## src/cicg_pkg.sv

```systemverilog
// ----------------------------------------------------------------------------
// cicg_pkg: shared types and constants for the count-in click generator
// Register indexes, reset values, the serial arithmetic unit's command and
// response structs, and the sine table entry function.
// ----------------------------------------------------------------------------
package cicg_pkg;

   // configuration register indexes
   localparam logic [2:0] CSR_BEAT_SAMPLES    = 3'd0;
   localparam logic [2:0] CSR_BAR_SAMPLES     = 3'd1;
   localparam logic [2:0] CSR_TOTAL_SAMPLES   = 3'd2;
   localparam logic [2:0] CSR_CLICK_GAIN      = 3'd3;
   localparam logic [2:0] CSR_LONG_CLICK_LEN  = 3'd4;
   localparam logic [2:0] CSR_SHORT_CLICK_LEN = 3'd5;
   localparam logic [2:0] CSR_HIGH_PHASE_STEP = 3'd6;
   localparam logic [2:0] CSR_LOW_PHASE_STEP  = 3'd7;

   localparam int CSR_DATA_W = 24;

   // register reset values
   localparam logic [19:0] BEAT_RST  = 20'd24000;
   localparam logic [23:0] BAR_RST   = 24'd96000;
   localparam logic [23:0] TOTAL_RST = 24'd96000;
   localparam logic [15:0] GAIN_RST  = 16'd32768;
   localparam logic [15:0] LONG_RST  = 16'd2880;
   localparam logic [15:0] SHORT_RST = 16'd1920;
   localparam logic [15:0] HSTEP_RST = 16'd2141;
   localparam logic [15:0] LSTEP_RST = 16'd1429;

   // Q1.15 amplitudes
   localparam logic [15:0] AMP_DOWN = 16'd16384;
   localparam logic [15:0] AMP_OFF  = 16'd10486;

   // serial unit step counts
   localparam logic [4:0] MUL_STEPS  = 5'd8;
   localparam logic [4:0] ENV_STEPS  = 5'd16;
   localparam logic [4:0] MOD1_STEPS = 5'd24;
   localparam logic [4:0] MOD2_STEPS = 5'd25;

   typedef enum logic [1:0] {
      OP_MUL = 2'b01,
      OP_DIV = 2'b10
   } op_type;

   typedef struct packed {
      logic        go;
      op_type      op;
      logic [24:0] num;
      logic [23:0] den;
      logic [23:0] rem_init;
      logic [4:0]  steps;
      logic [15:0] mcand;
      logic [15:0] mplier;
   } ser_cmd_type;

   typedef struct packed {
      logic        done;
      logic [15:0] quot;
      logic [23:0] rem;
      logic [15:0] prod;
   } ser_rsp_type;

   localparam logic [63:0] HALF_PI_Q30 = 64'd1686629713;
   localparam logic [63:0] Q30_ONE     = 64'd1 << 30;

   // one sine table entry; ang is the angle with 2^32 per turn
   function automatic logic signed [15:0] sine_q15(input logic [63:0] ang);
      logic [1:0]  quad;
      logic [63:0] r;
      logic [63:0] x;
      logic [63:0] x2;
      logic [63:0] term;
      logic [63:0] sum;
      logic [63:0] v;
      quad = ang[31:30];
      r    = {34'd0, ang[29:0]};
      if (quad[0]) begin
         r = Q30_ONE - r;
      end
      x    = (r * HALF_PI_Q30) >> 30;
      x2   = (x * x) >> 30;
      term = x;
      sum  = x;
      term = ((term * x2) >> 30) / 64'd6;
      sum  = sum - term;
      term = ((term * x2) >> 30) / 64'd20;
      sum  = sum + term;
      term = ((term * x2) >> 30) / 64'd42;
      sum  = sum - term;
      term = ((term * x2) >> 30) / 64'd72;
      sum  = sum + term;
      term = ((term * x2) >> 30) / 64'd110;
      sum  = sum - term;
      term = ((term * x2) >> 30) / 64'd156;
      sum  = sum + term;
      v    = (sum * 64'd32767 + (Q30_ONE >> 1)) >> 30;
      return quad[1] ? $signed(16'(64'd0 - v)) : $signed(v[15:0]);
   endfunction

endpackage

```

## src/cicg_serial.sv

```systemverilog
// ----------------------------------------------------------------------------
// cicg_serial: shared bit-serial multiply and divide unit
// Multiply: 16x16, two multiplier bits per cycle, rounded Q15 result.
// Divide: restoring, one dividend bit per cycle, quotient and remainder.
// ----------------------------------------------------------------------------
module cicg_serial (
   input  logic                  clock,
   input  logic                  reset,
   input  cicg_pkg::ser_cmd_type cmd,
   output cicg_pkg::ser_rsp_type rsp
);

   logic        run_ff, run_in;
   logic        done_ff, done_in;
   logic        mul_ff, mul_in;
   logic [4:0]  cnt_ff, cnt_in;
   logic [15:0] a_ff, a_in;
   logic [15:0] b_ff, b_in;
   logic [31:0] p_ff, p_in;
   logic [23:0] den_ff, den_in;
   logic [23:0] r_ff, r_in;
   logic [24:0] d_ff, d_in;
   logic [15:0] q_ff, q_in;

   logic [24:0] trial;
   logic [25:0] diff;
   logic        fits;
   logic [17:0] pp;
   logic [31:0] p_next;
   logic [32:0] p_rnd;

   assign trial  = {r_ff, d_ff[24]};
   assign diff   = {1'b0, trial} - {2'b00, den_ff};
   assign fits   = ~diff[25];
   assign pp     = ({2'b00, a_ff} & {18{b_ff[14]}}) + ({1'b0, a_ff, 1'b0} & {18{b_ff[15]}});
   assign p_next = {p_ff[29:0], 2'b00} + {14'd0, pp};
   assign p_rnd  = {1'b0, p_ff} + 33'd16384;

   always_comb begin
      run_in  = run_ff;
      done_in = 1'b0;
      mul_in  = mul_ff;
      cnt_in  = cnt_ff;
      a_in    = a_ff;
      b_in    = b_ff;
      p_in    = p_ff;
      den_in  = den_ff;
      r_in    = r_ff;
      d_in    = d_ff;
      q_in    = q_ff;
      if (cmd.go) begin
         run_in = 1'b1;
         mul_in = (cmd.op == cicg_pkg::OP_MUL);
         cnt_in = (cmd.op == cicg_pkg::OP_MUL) ? cicg_pkg::MUL_STEPS : cmd.steps;
         a_in   = cmd.mcand;
         b_in   = cmd.mplier;
         p_in   = '0;
         den_in = cmd.den;
         r_in   = cmd.rem_init;
         d_in   = cmd.num;
         q_in   = '0;
      end else if (run_ff) begin
         if (mul_ff) begin
            p_in = p_next;
            b_in = {b_ff[13:0], 2'b00};
         end else begin
            r_in = fits ? diff[23:0] : trial[23:0];
            d_in = {d_ff[23:0], 1'b0};
            q_in = {q_ff[14:0], fits};
         end
         cnt_in = cnt_ff - 5'd1;
         if (cnt_ff == 5'd1) begin
            run_in  = 1'b0;
            done_in = 1'b1;
         end
      end
   end

   always_ff @(posedge clock) begin
      if (reset) begin
         run_ff  <= 1'b0;
         done_ff <= 1'b0;
         mul_ff  <= 1'b0;
         cnt_ff  <= '0;
      end else begin
         run_ff  <= run_in;
         done_ff <= done_in;
         mul_ff  <= mul_in;
         cnt_ff  <= cnt_in;
      end
   end

   always_ff @(posedge clock) begin
      a_ff   <= a_in;
      b_ff   <= b_in;
      p_ff   <= p_in;
      den_ff <= den_in;
      r_ff   <= r_in;
      d_ff   <= d_in;
      q_ff   <= q_in;
   end

   assign rsp.done = done_ff;
   assign rsp.quot = q_ff;
   assign rsp.rem  = r_ff;
   assign rsp.prod = p_rnd[30:15];

endmodule

```

## src/count_in_click_generator_top.sv

```systemverilog
// ----------------------------------------------------------------------------
// count_in_click_generator_top: count-in metronome click mixed into audio
// One req beat is one audio sample (start request and mix sample); one rsp
// beat comes back for each: the mix with the click added and saturated, the
// click alone, and a done flag on the last sample of the count-in.
// Registers are to be written on the csr channel (index, data) only while no
// sample is in flight (left to the user). csr_ready is always high.
// Samples are handled one at a time. The work is done on the shared
// bit-serial unit: a 16-bit envelope divide and four radix-4 multiplies for
// a sample inside a click and, on a beat, two 24/25-bit remainder passes for
// the bar position first.
// req_ready is high only while no sample is being worked on. A finished
// result is held in the rsp registers; if the receiver stalls, the block
// holds the next result until the previous beat is taken.
// Reset loads the register defaults and leaves the count-in idle.
// ----------------------------------------------------------------------------
module count_in_click_generator_top #(
   parameter int SAMPLE_BITS      = 16,
   parameter int PHASE_BITS       = 16,
   parameter int SINE_TABLE_DEPTH = 256,
   parameter int COUNT_BITS       = 24
) (
   input  logic                                clock,
   input  logic                                reset,
   input  logic                                req_valid,
   output logic                                req_ready,
   input  logic                                req_start_req,
   input  logic signed [SAMPLE_BITS-1:0]       req_mix_in,
   output logic                                rsp_valid,
   input  logic                                rsp_ready,
   output logic signed [SAMPLE_BITS-1:0]       rsp_mix_out,
   output logic signed [SAMPLE_BITS-1:0]       rsp_click_sample,
   output logic                                rsp_count_done,
   input  logic                                csr_valid,
   output logic                                csr_ready,
   input  logic [2:0]                          csr_index,
   input  logic [cicg_pkg::CSR_DATA_W-1:0]     csr_data
);

   localparam int IDX_W = $clog2(SINE_TABLE_DEPTH);
   localparam int SUM_W = (COUNT_BITS > 20 ? COUNT_BITS : 20) + 1;
   localparam int CW    = (SAMPLE_BITS > 17 ? SAMPLE_BITS : 17) + 1;
   localparam logic signed [CW-1:0] CLK_MAX = $signed(CW'({(SAMPLE_BITS-1){1'b1}}));
   localparam logic signed [CW-1:0] CLK_MIN = ~CLK_MAX;

   typedef enum logic [10:0] {
      S_IDLE  = 11'b00000000001,
      S_CHECK = 11'b00000000010,
      S_MOD1  = 11'b00000000100,
      S_MOD2  = 11'b00000001000,
      S_CLK   = 11'b00000010000,
      S_DIV   = 11'b00000100000,
      S_SQ    = 11'b00001000000,
      S_GAIN  = 11'b00010000000,
      S_ENV   = 11'b00100000000,
      S_TONE  = 11'b01000000000,
      S_FIN   = 11'b10000000000
   } state_type;

   state_type state_ff, state_in;

   // configuration
   logic [19:0] beat_ff, beat_in;
   logic [23:0] bar_ff, bar_in;
   logic [23:0] total_ff, total_in;
   logic [15:0] gain_ff, gain_in;
   logic [15:0] long_ff, long_in;
   logic [15:0] short_ff, short_in;
   logic [15:0] hstep_ff, hstep_in;
   logic [15:0] lstep_ff, lstep_in;

   // count-in state
   logic [COUNT_BITS-1:0] left_ff, left_in;
   logic [COUNT_BITS-1:0] nba_ff, nba_in;
   logic [23:0]           nbib_ff, nbib_in;
   logic [15:0]           clen_ff, clen_in;
   logic [15:0]           crem_ff, crem_in;
   logic [PHASE_BITS-1:0] phase_ff, phase_in;
   logic [PHASE_BITS-1:0] step_ff, step_in;
   logic                  accent_ff, accent_in;

   // per-sample datapath
   logic signed [SAMPLE_BITS-1:0] smp_ff, smp_in;
   logic signed [SAMPLE_BITS-1:0] click_ff, click_in;
   logic [15:0]                   env2_ff, env2_in;
   logic signed [15:0]            sine_ff;

   logic                          rsp_valid_ff, rsp_valid_in;
   logic signed [SAMPLE_BITS-1:0] rsp_mix_ff, rsp_mix_in;
   logic signed [SAMPLE_BITS-1:0] rsp_click_ff, rsp_click_in;
   logic                          rsp_done_ff, rsp_done_in;

   cicg_pkg::ser_cmd_type ser_cmd;
   cicg_pkg::ser_rsp_type ser_rsp;

   logic [19:0]           beat_eff;
   logic [23:0]           bar_eff;
   logic [COUNT_BITS-1:0] elapsed;
   logic [SUM_W-1:0]      nba_sum;
   logic [COUNT_BITS-1:0] nba_sat;
   logic                  down;
   logic [24:0]           mod2_num;
   logic [15:0]           rem_clamp;
   logic [15:0]           s_abs;
   logic [15:0]           amp;
   logic signed [CW-1:0]  mag_w;
   logic signed [CW-1:0]  click_wide;
   logic [SAMPLE_BITS-1:0] click_sat;
   logic [SAMPLE_BITS:0]   mix_sum;
   logic [SAMPLE_BITS-1:0] mix_sat;

   logic signed [15:0]                 sine_rom [SINE_TABLE_DEPTH];
   logic [PHASE_BITS+IDX_W-1:0]        phase_ext;
   logic [IDX_W-1:0]                   sine_idx;

   for (genvar gi = 0; gi < SINE_TABLE_DEPTH; gi++) begin : g_rom
      localparam logic [63:0] ANG = (64'(gi) << 32) / SINE_TABLE_DEPTH;
      assign sine_rom[gi] = cicg_pkg::sine_q15(ANG);
   end

   assign phase_ext = {phase_ff, {IDX_W{1'b0}}};
   assign sine_idx  = phase_ext[PHASE_BITS +: IDX_W];

   always_ff @(posedge clock) begin
      sine_ff <= sine_rom[sine_idx];
   end

   cicg_serial u_serial (
      .clock (clock),
      .reset (reset),
      .cmd   (ser_cmd),
      .rsp   (ser_rsp)
   );

   assign beat_eff  = (beat_ff == 20'd0) ? 20'd1 : beat_ff;
   assign bar_eff   = (bar_ff == 24'd0) ? {2'b00, beat_eff, 2'b00} : bar_ff;
   assign elapsed   = COUNT_BITS'(total_ff) - left_ff;
   assign nba_sum   = SUM_W'(nba_ff) + SUM_W'(beat_eff);
   assign nba_sat   = (nba_sum > SUM_W'({COUNT_BITS{1'b1}})) ? '1 : nba_sum[COUNT_BITS-1:0];
   assign down      = {ser_rsp.rem, 1'b0} < {5'd0, beat_eff};
   assign mod2_num  = {1'b0, ser_rsp.rem} + {5'd0, beat_eff};
   assign rem_clamp = (crem_ff > clen_ff) ? clen_ff : crem_ff;
   assign s_abs     = sine_ff[15] ? 16'(16'sd0 - sine_ff) : sine_ff;
   assign amp       = accent_ff ? cicg_pkg::AMP_DOWN : cicg_pkg::AMP_OFF;

   assign mag_w      = $signed(CW'(ser_rsp.prod));
   assign click_wide = sine_ff[15] ? -mag_w : mag_w;
   assign click_sat  = (click_wide > CLK_MAX) ? CLK_MAX[SAMPLE_BITS-1:0] :
                       (click_wide < CLK_MIN) ? CLK_MIN[SAMPLE_BITS-1:0] :
                       click_wide[SAMPLE_BITS-1:0];

   assign mix_sum = {smp_ff[SAMPLE_BITS-1], smp_ff} + {click_ff[SAMPLE_BITS-1], click_ff};
   assign mix_sat = (mix_sum[SAMPLE_BITS] != mix_sum[SAMPLE_BITS-1]) ?
                    (mix_sum[SAMPLE_BITS] ? {1'b1, {(SAMPLE_BITS-1){1'b0}}}
                                          : {1'b0, {(SAMPLE_BITS-1){1'b1}}}) :
                    mix_sum[SAMPLE_BITS-1:0];

   // configuration writes
   always_comb begin
      beat_in  = beat_ff;
      bar_in   = bar_ff;
      total_in = total_ff;
      gain_in  = gain_ff;
      long_in  = long_ff;
      short_in = short_ff;
      hstep_in = hstep_ff;
      lstep_in = lstep_ff;
      if (csr_valid) begin
         unique case (csr_index)
            cicg_pkg::CSR_BEAT_SAMPLES:    beat_in  = csr_data[19:0];
            cicg_pkg::CSR_BAR_SAMPLES:     bar_in   = csr_data[23:0];
            cicg_pkg::CSR_TOTAL_SAMPLES:   total_in = csr_data[23:0];
            cicg_pkg::CSR_CLICK_GAIN:      gain_in  = csr_data[15:0];
            cicg_pkg::CSR_LONG_CLICK_LEN:  long_in  = csr_data[15:0];
            cicg_pkg::CSR_SHORT_CLICK_LEN: short_in = csr_data[15:0];
            cicg_pkg::CSR_HIGH_PHASE_STEP: hstep_in = csr_data[15:0];
            cicg_pkg::CSR_LOW_PHASE_STEP:  lstep_in = csr_data[15:0];
         endcase
      end
   end

   // sample sequencer
   always_comb begin
      state_in     = state_ff;
      left_in      = left_ff;
      nba_in       = nba_ff;
      nbib_in      = nbib_ff;
      clen_in      = clen_ff;
      crem_in      = crem_ff;
      phase_in     = phase_ff;
      step_in      = step_ff;
      accent_in    = accent_ff;
      smp_in       = smp_ff;
      click_in     = click_ff;
      env2_in      = env2_ff;
      rsp_valid_in = rsp_valid_ff & ~rsp_ready;
      rsp_mix_in   = rsp_mix_ff;
      rsp_click_in = rsp_click_ff;
      rsp_done_in  = rsp_done_ff;
      ser_cmd      = '0;
      ser_cmd.op   = cicg_pkg::OP_MUL;

      unique case (state_ff)
         S_IDLE: begin
            if (req_valid) begin
               smp_in = req_mix_in;
               if (req_start_req) begin
                  left_in  = COUNT_BITS'(total_ff);
                  nba_in   = '0;
                  nbib_in  = '0;
                  crem_in  = '0;
                  phase_in = '0;
               end
               state_in = S_CHECK;
            end
         end
         S_CHECK: begin
            if (left_ff == '0) begin
               click_in = '0;
               state_in = S_FIN;
            end else if (elapsed >= nba_ff) begin
               ser_cmd.go    = 1'b1;
               ser_cmd.op    = cicg_pkg::OP_DIV;
               ser_cmd.num   = {nbib_ff, 1'b0};
               ser_cmd.den   = bar_eff;
               ser_cmd.steps = cicg_pkg::MOD1_STEPS;
               state_in      = S_MOD1;
            end else begin
               state_in = S_CLK;
            end
         end
         S_MOD1: begin
            if (ser_rsp.done) begin
               accent_in     = down;
               clen_in       = down ? long_ff : short_ff;
               crem_in       = down ? long_ff : short_ff;
               phase_in      = '0;
               step_in       = down ? PHASE_BITS'(hstep_ff) : PHASE_BITS'(lstep_ff);
               nba_in        = nba_sat;
               ser_cmd.go    = 1'b1;
               ser_cmd.op    = cicg_pkg::OP_DIV;
               ser_cmd.num   = mod2_num;
               ser_cmd.den   = bar_eff;
               ser_cmd.steps = cicg_pkg::MOD2_STEPS;
               state_in      = S_MOD2;
            end
         end
         S_MOD2: begin
            if (ser_rsp.done) begin
               nbib_in  = ser_rsp.rem;
               state_in = S_CLK;
            end
         end
         S_CLK: begin
            if (crem_ff != 16'd0 && clen_ff != 16'd0) begin
               ser_cmd.go       = 1'b1;
               ser_cmd.op       = cicg_pkg::OP_DIV;
               ser_cmd.num      = {rem_clamp[0], 24'd0};
               ser_cmd.den      = {8'd0, clen_ff};
               ser_cmd.rem_init = {9'd0, rem_clamp[15:1]};
               ser_cmd.steps    = cicg_pkg::ENV_STEPS;
               state_in         = S_DIV;
            end else begin
               crem_in  = '0;
               click_in = '0;
               state_in = S_FIN;
            end
         end
         S_DIV: begin
            if (ser_rsp.done) begin
               ser_cmd.go     = 1'b1;
               ser_cmd.mcand  = ser_rsp.quot;
               ser_cmd.mplier = ser_rsp.quot;
               state_in       = S_SQ;
            end
         end
         S_SQ: begin
            if (ser_rsp.done) begin
               env2_in        = ser_rsp.prod;
               ser_cmd.go     = 1'b1;
               ser_cmd.mcand  = gain_ff;
               ser_cmd.mplier = amp;
               state_in       = S_GAIN;
            end
         end
         S_GAIN: begin
            if (ser_rsp.done) begin
               ser_cmd.go     = 1'b1;
               ser_cmd.mcand  = ser_rsp.prod;
               ser_cmd.mplier = env2_ff;
               state_in       = S_ENV;
            end
         end
         S_ENV: begin
            if (ser_rsp.done) begin
               ser_cmd.go     = 1'b1;
               ser_cmd.mcand  = ser_rsp.prod;
               ser_cmd.mplier = s_abs;
               state_in       = S_TONE;
            end
         end
         S_TONE: begin
            if (ser_rsp.done) begin
               click_in = click_sat;
               phase_in = phase_ff + step_ff;
               crem_in  = crem_ff - 16'd1;
               state_in = S_FIN;
            end
         end
         S_FIN: begin
            if (!rsp_valid_ff || rsp_ready) begin
               rsp_done_in = 1'b0;
               if (left_ff != '0) begin
                  left_in = left_ff - COUNT_BITS'(1);
                  if (left_ff == COUNT_BITS'(1)) begin
                     rsp_done_in = 1'b1;
                     crem_in     = '0;
                  end
               end
               rsp_mix_in   = mix_sat;
               rsp_click_in = click_ff;
               rsp_valid_in = 1'b1;
               state_in     = S_IDLE;
            end
         end
      endcase
   end

   always_ff @(posedge clock) begin
      if (reset) begin
         state_ff     <= S_IDLE;
         rsp_valid_ff <= 1'b0;
         beat_ff      <= cicg_pkg::BEAT_RST;
         bar_ff       <= cicg_pkg::BAR_RST;
         total_ff     <= cicg_pkg::TOTAL_RST;
         gain_ff      <= cicg_pkg::GAIN_RST;
         long_ff      <= cicg_pkg::LONG_RST;
         short_ff     <= cicg_pkg::SHORT_RST;
         hstep_ff     <= cicg_pkg::HSTEP_RST;
         lstep_ff     <= cicg_pkg::LSTEP_RST;
         left_ff      <= '0;
         nba_ff       <= '0;
         nbib_ff      <= '0;
         clen_ff      <= 16'd1;
         crem_ff      <= '0;
         phase_ff     <= '0;
         step_ff      <= '0;
         accent_ff    <= 1'b0;
      end else begin
         state_ff     <= state_in;
         rsp_valid_ff <= rsp_valid_in;
         beat_ff      <= beat_in;
         bar_ff       <= bar_in;
         total_ff     <= total_in;
         gain_ff      <= gain_in;
         long_ff      <= long_in;
         short_ff     <= short_in;
         hstep_ff     <= hstep_in;
         lstep_ff     <= lstep_in;
         left_ff      <= left_in;
         nba_ff       <= nba_in;
         nbib_ff      <= nbib_in;
         clen_ff      <= clen_in;
         crem_ff      <= crem_in;
         phase_ff     <= phase_in;
         step_ff      <= step_in;
         accent_ff    <= accent_in;
      end
   end

   always_ff @(posedge clock) begin
      smp_ff       <= smp_in;
      click_ff     <= click_in;
      env2_ff      <= env2_in;
      rsp_mix_ff   <= rsp_mix_in;
      rsp_click_ff <= rsp_click_in;
      rsp_done_ff  <= rsp_done_in;
   end

   assign req_ready        = (state_ff == S_IDLE);
   assign csr_ready        = 1'b1;
   assign rsp_valid        = rsp_valid_ff;
   assign rsp_mix_out      = rsp_mix_ff;
   assign rsp_click_sample = rsp_click_ff;
   assign rsp_count_done   = rsp_done_ff;

endmodule
```

## config.mk

```make
export PLATFORM = sky130hd
export DESIGN_NAME = count_in_click_generator_top
export DESIGN_NICKNAME = d
export VERILOG_FILES = /design/src/cicg_pkg.sv /design/src/cicg_serial.sv /design/src/count_in_click_generator_top.sv
export SDC_FILE = /design/constraint.sdc
export NUM_CORES = 2
export LEC_CHECK = 0
export BUFFER_PORTS_ARGS = -buffer_cell sky130_fd_sc_hd__buf_2
export CORE_ASPECT_RATIO = 0.8
export CORE_MARGIN = 2
export CORE_UTILIZATION = 30
export DETAILED_ROUTE_END_ITERATION = 8
export GPL_TIMING_DRIVEN = 0
export PLACE_DENSITY_LB_ADDON = 0.2
export SYNTH_ARGS = -nofsm -noshare
export SYNTH_HDL_FRONTEND = slang
export SYNTH_HIERARCHICAL = 1
export SYNTH_SLANG_ARGS = --single-unit
```

## constraint.sdc

```tcl
create_clock -name clock -period 8.3 [get_ports clock]
set_input_delay 0.83 -clock clock [delete_from_list [all_inputs] [get_ports clock]]
set_output_delay 0.83 -clock clock [all_outputs]
set_load 0.05 [all_outputs]
```

==> flow_summary.toml <==
[cts]
cts_hold_buffers = 0
cts.sinks = 554
post-cts-setup-buffers = 0
cts_buffers = 69
cts_buffer_depth = 3
clock_latency_ns = 0.67
cts_resized = 2
clk_pin_slew_ns = 0.06
cts-root-buf = "clkbuf_16"
htreeDepth = 3
tritoncts = "built"

[critical_path]
reg2reg_from = "left_ff[0]"
critPathSlowestCell = "dfxtp_1"
crit_path_start_kind = "register"
path_delay_family = "compound AO/OA/AOI/OAI gates"
endpoint_kind = "register"
path_class = "reg2reg"
cp_slowest_stage_delay_ns = 0.49
regToRegEndpoint = "u_serial/b_ff[1]"
rr_worst_depth = 26
cp-endpoint = "u_serial/b_ff[1]"
cpMostUsedCell = "a221o_1"
arrival_ns = 8.05
crit_cells = 26
crit_buf_inv = 4
cp_max_fo = 20
cp-startpoint = "left_ff[0]"
worstPathRequired_ns = 8.61
r2r_setup_slack_ns = 0.56

[detailed_routing]
first_iter_violations = 3874
vias_per_cell = 5.66
drt_first_pass_iters = 7
via_count = 35900
antenna_left = 0
remaining_drc_errors = 0
drt_wl_total_mm = 165
wl_per_cell_um = 26.0

[global_routing]
grt_pass1_wl_mm = 236
grt_use_total_pct = 26.0
grt.overflow.total = 0
grt_pass1_vias = 33200
antenna_found_initial = 11
grt_max_degree = 31

[finish]
final_common_cell = "nand2_1"
synthToLayoutAreaGrowth_pct = 13.3
fin_nets = 4952
layout-drive-gt1-share_pct = 6.66
final_cells = 6342
layout_common_cells = "nand2_1 (692), a21oi_1 (476), dfxtp_1 (368)"
postLayoutCoreUtil_pct = 34.2

[timing]
setup_viol = 0
worstMarginPinSlew_ns = 1.33
finalCritPeriodShare_pct = 93.3
hold_viol_final = 0
drv_slew = 0
skew_ns = 0.0306
grt_setup_unrepaired = "false"
fmax_mhz = 129
final.min_clock_period_ns = 7.74
slew-limit-headroom_pct = 11.3

[min_path]
min_path_type = "in2reg"

[placed_design]
place_inst = 6211
dp_hpwl_mm = 125
port_buffers = 64
routabilityCongestion = 1.01

[floorplanning]
initial_core_util_pct = 30.2
ios = 85
rows = 114
dieHeight_um = 315
core_sq_um = 121000
die_w_um = 393
dieArea_sq_um = 124000

[synth]
yosys_warnings = 6
ys_seq_area_share_pct = 35.6
synth_edf_count = 186
yosysTopAreaCellShare_pct = 20.3
syn-cell-area_sq_um = 36400
synth_cells = 4508
yosys.area.top_type = "dfxtp_1"
synth.distinct_cells = 97
avgSynthCellArea_sq_um = 8.07
synth-seq-cells = 554
async_flop_share_pct = 0
synthFlopType = "dfxtp_1"
yosys-top-cells-area = "dfxtp_1 (20%), edfxtp_1 (15%), ha_1 (8.2%), nand2_1 (7.2%), a21oi_1 (6.6%)"

[status]
outcome = "finished clean"

[power]
p_leak_nw = 15.3
cellPowerDensity_nw_per_um2 = 219
ir_drop_mv = 0.126

[job]
timing.max_cap.violations = 0
-- report_power, final --
group | leakage (nW) | internal, mW | total [mW] | switching (mW)
Sequential | 4.73 | 3.10 | 3.34 | 0.241
Clock | 1.12 | 1.82 | 3.12 | 1.31
Combinational | 9.40 | 0.995 | 2.58 | 1.58
-- synthesized netlist by cell type, drive strengths merged (36+ instances only) --
master / n
nand2: 694
a21oi: 478
dfxtp: 368
nor2: 346
o21ai: 304
clkbuf: 249
ha: 237
inv: 203
edfxtp: 186
nand3: 131
xnor2: 103
nor3: 86
xor2: 75
a211oi: 74
a21o: 71
and2: 61
mux2i: 52
o211ai: 51
mux2: 49
buf: 47
nor2b: 43
o21a: 43
a31oi: 42
a22oi: 36
o22ai: 36
-- stage by stage --
stage          area, sq um  TNS [ns]  total power, mW  hold WS, ns  setup slack, ns
2_1_floorplan        36400         0             5.15        0.431             1.12
3_3_place_gp         38800   -132.97             5.91        0.439            -1.67
3_5_place_dp         38900     -3.84             5.92        0.446           -0.229
4_1_cts              41200         0             9.08        0.287          0.00187
5_1_grt              41200         0             9.50        0.304          0.00355
6_report             41200         0             9.04        0.350            0.560
-- registers in the layout, indices dropped and copies added (netlist names), 20 cells and up --
name,cells
total_ff,24
nba_ff,24
u_serial/r_ff,24
nbib_ff,24
bar_ff,24
u_serial/p_ff,31
left_ff,24
beat_ff,20
u_serial/d_ff,25
u_serial/den_ff,24
-- layout make-up --
type,count,area (sq um)
clock buffers,96,1990
inverters,206,773
fillers,12900,79300
flip-flops and latches,554,13000
repair buffers,68,403
clock inverters,31,307
multi-input cells,3463,21500
diodes,4,10.0
well taps,1624,2030
plain buffers,296,1210
-- layer usage --
metal | routed length [um] | up-vias | global-route usage (%)
li1 | - | 16500 | -
met1 | 79600 | 17500 | 39.3
met2 | 64700 | 1641 | 35.6
met3 | 16500 | 254 | 7.38
met4 | 3800 | 8 | 6.17
met5 | 46 | - | 0
-- worst min path at each step --
stage | from | end | slack (ns) | depth (start not counted)
global route | req_mix_in[6] | smp_ff[6] | 0.30 | 1
floorplan | click_ff[0] | rsp_click_sample[0] | 0.43 | 0
CTS | req_mix_in[2] | smp_ff[2] | 0.29 | 1
detailed placement | nbib_ff[22] | nbib_ff[22] | 0.45 | 2
global placement | long_ff[3] | long_ff[3] | 0.44 | 2
finish | req_mix_in[6] | smp_ff[6] | 0.35 | 1
-- cells by family after synthesis --
logic type,synth area share (%)
simple gates,19.2
compound gates,23.5
flops,35.6
buf+inv,5.45
fa+ha+maj,8.62
xor+xnor,4.29
mux,3.32
other cells,0.0206
Power figures use the tool's default switching activity.
